File: config.mk
export PLATFORM = sky130hd
export DESIGN_NAME = wpt_div
export DESIGN_NICKNAME = d
export VERILOG_FILES = /design/src/hdl/wpt_div.sv
export SDC_FILE = /design/constraint.sdc
export NUM_CORES = 1
export LEC_CHECK = 0
export BUFFER_PORTS_ARGS = -buffer_cell sky130_fd_sc_hd__buf_2
export CORE_AREA = 2 2 69 71
export DETAILED_ROUTE_END_ITERATION = 8
export DIE_AREA = 0 0 71 73
export HOLD_SLACK_MARGIN = 0.12
export PLACE_DENSITY = 0.79
export SETUP_SLACK_MARGIN = 0.3
export SLEW_MARGIN = 20
export SYNTH_ARGS = -nofsm -noshare
export SYNTH_HDL_FRONTEND = slang
export SYNTH_SLANG_ARGS = --single-unit
File: constraint.sdc
create_clock -name clk -period 2.6 [get_ports clk]
set_input_delay 0.26 -clock clk [delete_from_list [all_inputs] [get_ports clk]]
set_output_delay 0.26 -clock clk [all_outputs]
set_load 0.01 [all_outputs]
File: src/hdl/wpt_div.sv
// Restoring divider, one quotient bit per cycle.
module wpt_div #(
  parameter int DVW = 16,
  parameter int DSW = 10
) (
  input  logic           clk,
  input  logic           rst,
  input  logic           start,
  input  logic [DVW-1:0] dividend,
  input  logic [DSW-1:0] divisor,
  output logic           done,
  output logic [DVW-1:0] quotient
);

  localparam int CNTW = (DVW > 1) ? $clog2(DVW) : 1;

  logic           busy;
  logic [CNTW-1:0] cnt;
  logic [DVW-1:0] quo;
  logic [DSW-1:0] rem;
  logic [DSW-1:0] dsr;
  logic [DSW:0]   rem_sh;
  logic [DSW:0]   rem_sub;
  logic           take;

  assign rem_sh  = {rem, quo[DVW-1]};
  assign rem_sub = rem_sh - {1'b0, dsr};
  assign take    = (rem_sh >= {1'b0, dsr});
  assign quotient = quo;

  always_ff @(posedge clk) begin
    if (rst) begin
      busy <= 1'b0;
      done <= 1'b0;
      cnt  <= '0;
    end else begin
      done <= 1'b0;
      if (start) begin
        quo  <= dividend;
        dsr  <= divisor;
        rem  <= '0;
        cnt  <= '0;
        busy <= 1'b1;
      end else if (busy) begin
        rem <= take ? rem_sub[DSW-1:0] : rem_sh[DSW-1:0];
        quo <= {quo[DVW-2:0], take};
        cnt <= cnt + 1'b1;
        if (cnt == CNTW'(DVW - 1)) begin
          busy <= 1'b0;
          done <= 1'b1;
        end
      end
    end
  end

endmodule

==> impl_metrics.toml, run 1 <==
[yosys]
synth_edf_count = 36
syn_inst = 178
ys_ff_latch = 42
synthesis.nets = 219
syn-cell-area_um2 = 2170
synth_top_flop_cell = "edfxtp_1"
synth.distinct_cells = 37
synthTopCellsByArea = "edfxtp_1, mux2_2, ha_1"
synth_top_area_share_pct = 49.83
synth.avg_cell_area_um2 = 12.19
ys_async_sr_fraction_pct = 0
seq_area_frac_synth_pct = 55.36
synth-warning-count = 0
post-synth-top-area-cell = "edfxtp_1"

[critical_path]
cpMaxStageDelayCell = "ha_1"
cp-start-kind = "flip-flop"
arrival_ns = 2.40
path_delay_family = "compound AO/OA/AOI/OAI gates"
path_cells = "ha_1 > o211ai_1 > a21oi_2 > o21ai_4 > a22o_1 > buf_4 > or3b_1 > a21oi_1"
path_buf_inv = 1
endpoint_kind = "flip-flop"
crit_required_ns = 2.75
worstSetupPathType = "reg2reg"
crit_fanout = 5
max_stage_delay_ns = 0.41

[drt]
wl_per_cell_um = 14.24
vias = 1511
viasPerCell = 5.283
drc_errors = 0
drt_pass1_iterations = 4
drtIter0Drc = 82
drtAntennaViolNets = 0
wirelength_mm = 4.074

[place]
io_buffers = 45
hpwlAfterDp_mm = 2.883
gp_congestion = 0.7804

[grt]
grt_pass1_wl_mm = 6.803
grt-ovfl-total = 0
grt_max_degree = 27
grt_pass1_vias = 1539
grt_usage_pct = 16.83
antenna_found_initial = 0

[timing]
grt_setup_unrepaired = "true"
setup_violations = 0
setup_tns_ns = 0
worst_slew_pin_slew_ns = 0.4897
drv_slew = 0
finalHoldViolCount = 0
period_share_pct = 86.37
period_needed_ns = 2.246
slew_headroom_pct = 67.28
fmax_mhz = 445.3
skew_ns = 0.006161

[clock_network]
cts_sinks = 42
cts.reportedPaths.clkPinSlew_ns = 0.08
cts_hold_buffers = 0
cts_buffers = 5
cts_tree = "yes"
clk_latency_ns = 0.30
cts_resized = 0
ctsHtreeMaxLevel = 2
clockBufferDepth = 2
cts-root-buf = "clkbuf_8"
cts_setup_buffers = 0

[hold_path]
hold_path.class = "in2reg"

[die]
fp.coreArea_um2 = 4536
ios = 46
dieArea_um2 = 5183
die-width_um = 71
initial_core_util_pct = 47.83
chipHeight_um = 73
rows = 25

[status]
status = "finished, final reports clean"

[finish]
fillers = 375
drive_gt1_share_pct = 37.50
nets = 272
antenna-diode-count = 0
syn_to_final_growth_pct = 21.45

[power]
total_power_mw = 1.664
leakagePower_nw = 1.099
power.density_nw_per_um2 = 631.6
max-vdd-ir-drop_mv = 0.4567

[job]
cap_violations = 0
flip-flops by register name, indices dropped and copies added (netlist names):
name and count:
busy 1, quotient 16, done 1, rem 10, dsr 10, cnt 4
synth_stat cells (4+ instances only):
cell type  number
a21oi_1         6
dfxtp_1         6
edfxtp_1       36
ha_1           11
inv_1          14
mux2_2         15
mux2i_1        10
nand2_1         8
nand3_1         4
nor2_1         20
nor3_1          5
xnor2_1         5
report_power, final:
group          internal [mW]  switching [mW]
clock network          0.214           0.220
logic                  0.199           0.211
registers              0.795          0.0250
per-stage QoR:
| step | std cells | hold WS (ns) | setup slack, ns | utilization (%) | cell area [µm²] |
|---|---|---|---|---|---|
| after floorplan | 178 | 0.3589 | 0.3854 | - | 2170 |
| after global placement | 278 | 0.4381 | 0.4413 | 55.03 | 2496 |
| after detailed placement | 278 | 0.4381 | 0.3761 | 55.03 | 2496 |
| after CTS | 286 | 0.1265 | 0.3325 | 57.05 | 2587 |
| after global routing | 286 | 0.1283 | 0.2531 | 58.10 | 2635 |
| final | 286 | 0.1317 | 0.3544 | 58.10 | 2635 |
routing by layer:
layer	wire (µm)	part of all wire (%)	GRT usage, %
met1	1722	42	20.66
met2	2110	52	29.08
met3	175	4.3	3.867
met4	66	1.6	6.289
met5	0	0	0
cell families after synthesis:
family / share of synthesized area (%)
buf+inv: 3.287
flops: 55.36
compound gates: 8.190
simple gates: 10.27
mux: 12.40
xor+xnor: 3.230
fa+ha+maj: 7.266
area by class of cell:
class                   count  area (µm²)  area share (%)
clock buffers               7       86.33           3.276
inverters                  14       52.55           1.994
repair buffers             50       275.3           10.45
multi-input cells         118       947.2           35.94
clock inverters             1       5.005          0.1899
flip-flops and latches     42        1201           45.58
well taps                  54       67.56           2.564
placed cells by master, fill, tap and decap left out, types with 4 or more instances in the layout:
| master | count |
|---|---|
| ha_2 | 4 |
| clkbuf_8 | 6 |
| dfxtp_1 | 6 |
| ha_1 | 6 |
| nor2_1 | 18 |
| mux2_2 | 15 |
| buf_4 | 4 |
| mux2i_1 | 10 |
| edfxtp_1 | 36 |
| xnor2_1 | 5 |
| buf_2 | 45 |
| a21oi_1 | 4 |
| nand2_1 | 8 |
| inv_1 | 14 |
| nor3_1 | 5 |
path summary, 6_finish.rpt:
path | start | endpoint | slack, ns | depth (start not counted)
setup / recovery | rem[2] | rem[6] | 0.35 | 8
hold / removal | divisor[3] | dsr[3] | 0.13 | 1
setup reg to reg | rem[2] | rem[6] | 0.35 | 8
hold reg to reg | cnt[3] | done | 0.47 | 2
Power figures use the tool's default switching activity.
==> run 2: changes to the inputs <==
CORE_AREA = 2 2 89 91   (was 2 2 69 71)
DIE_AREA = 0 0 91 93   (was 0 0 71 73)
PLACE_DENSITY = 0.54   (was 0.79)
==> impl_metrics.toml, run 2 (synthesis results as in run 1) <==
[drt]
viasPerCell = 4.445
drc_errors = 0
drtAntennaViolNets = 0
wirelength_mm = 4.080
drtIter0Drc = 69
drt_pass1_iterations = 5
wl_per_cell_um = 12.11
vias = 1498

[die]
dieArea_um2 = 8463
ios = 46
initial_core_util_pct = 28.82
chipHeight_um = 93
rows = 32
die-width_um = 91
fp.coreArea_um2 = 7527

[hold_path]
min_from = "divisor[1]"
hold_path.class = "in2reg"

[critical_path]
crit_required_ns = 2.75
arrival_ns = 2.37
crit_fanout = 6
crit_path_start = "rem[7]"
worstReg2RegStart = "rem[7]"
reg2reg_slack_ns = 0.39
cp-start-kind = "flip-flop"
endpoint_kind = "flip-flop"
worstSetupPathType = "reg2reg"

[grt]
grt_pass1_wl_mm = 6.872
grt-ovfl-total = 0
grt_pass1_vias = 1471
grt_max_degree = 28
antenna_found_initial = 0
grt_usage_pct = 10.20

[clock_network]
clockBufferDepth = 2
cts-root-buf = "clkbuf_8"
cts_hold_buffers = 0
ctsHtreeMaxLevel = 2
cts_sinks = 42
clk_latency_ns = 0.29
cts_tree = "yes"
cts_buffers = 5
cts.reportedPaths.clkPinSlew_ns = 0.08

[finish]
multi_input_area_um2 = 937.1
fillers = 818
final_cells = 337
mostFrequentLayoutCell = "buf_2"
largest_register_ffs = 16
finalInstanceArea_um2 = 2685
register_area_um2 = 1201
drive_gt1_share_pct = 36.17
nets = 275
final_cell_mix = "buf_2, edfxtp_1, nor2_1, mux2_2, inv_1"
syn_to_final_growth_pct = 23.76
antenna-diode-count = 0

[place]
dpl_cell_area_um2 = 2544
gp_congestion = 0.7597
dp_slack_ns = 0.3764
io_buffers = 45
placedCellCount = 326
hpwlAfterDp_mm = 2.945

[timing]
worst_slew_pin_slew_ns = 0.3741
setup_violations = 0
post-route-worst-setup-slack_ns = 0.3870
fmax_mhz = 451.9
slew_headroom_pct = 75.06
setup_tns_ns = 0
skew_ns = 0.005729
grt_setup_unrepaired = "true"
finalHoldViolCount = 0
drv_slew = 0
period_needed_ns = 2.213
period_share_pct = 85.12

[power]
power.density_nw_per_um2 = 608.4
leakagePower_nw = 1.104
max-vdd-ir-drop_mv = 0.3497

[status]
status = "finished, final reports clean"

[job]
cap_violations = 0
==> run 2: cell types whose count changed in the layout (fill, tap and decap cells not counted), sizes merged <==
cell / before / now
clkbuf: 7 / 6
buf: 50 / 53
clkinv: 1 / 2
==> run 2: worst max-delay path: stages (launching register included) <==
cell and delay, ns:
edfxtp_1 0.41, ha_2 0.39, a21oi_1 0.10, o21ai_2 0.18, nor2_1 0.08, a22o_1 0.22
buf_4 0.17, or3b_1 0.40, a21oi_2 0.14
==> run 2: power breakdown <==
| part | switching [mW] | internal, mW | total [mW] |
|---|---|---|---|
| registers | 0.0242 | 0.795 | 0.819 |
| clock network | 0.216 | 0.185 | 0.401 |
| logic | 0.208 | 0.205 | 0.414 |
==> run 2: final timing paths <==
kind | cells after the start | to
max | 8 | rem[6]
min | 1 | dsr[1]
max reg2reg | 8 | rem[6]
min reg2reg | 2 | done
==> run 2: cell type report <==
type | count | share of cell area [%]
Clock buffer | 6 | 2.703
Clock inverter | 2 | 0.3262
Inverter | 14 | 1.957
Multi-Input combinational cell | 118 | 34.90
Sequential cell | 42 | 44.73
Tap cell | 102 | 4.753
Timing Repair Buffer | 53 | 10.62
==> run 2: repair_timing <==
action                                  4_1_cts  5_1_grt
endpoints found under the setup margin        0        4
setup buffers                                 0        3
gates resized for setup                       0        6
==> run 2: metal layers <==
layer  wire, µm  part of all wire [%]  vias to the layer above  track usage (%)
met2       1880                    46                       34            16.30
met4         64                   1.6                        0            3.788
li1           -                     -                      754                -
met3        194                   4.8                        6            2.337
met5          0                     0                        -                0
met1       1940                    48                      704            13.56
==> run 2: stage by stage <==
stage	util [%]	hold WS (ns)	power, mW
3_5_place_dp	33.79	0.4411	1.221
4_1_cts	34.87	0.1338	1.625
6_report	35.67	0.1416	1.634
2_1_floorplan	-	0.3589	1.114
5_1_grt	35.67	0.1324	1.729
3_3_place_gp	33.79	0.4384	1.220
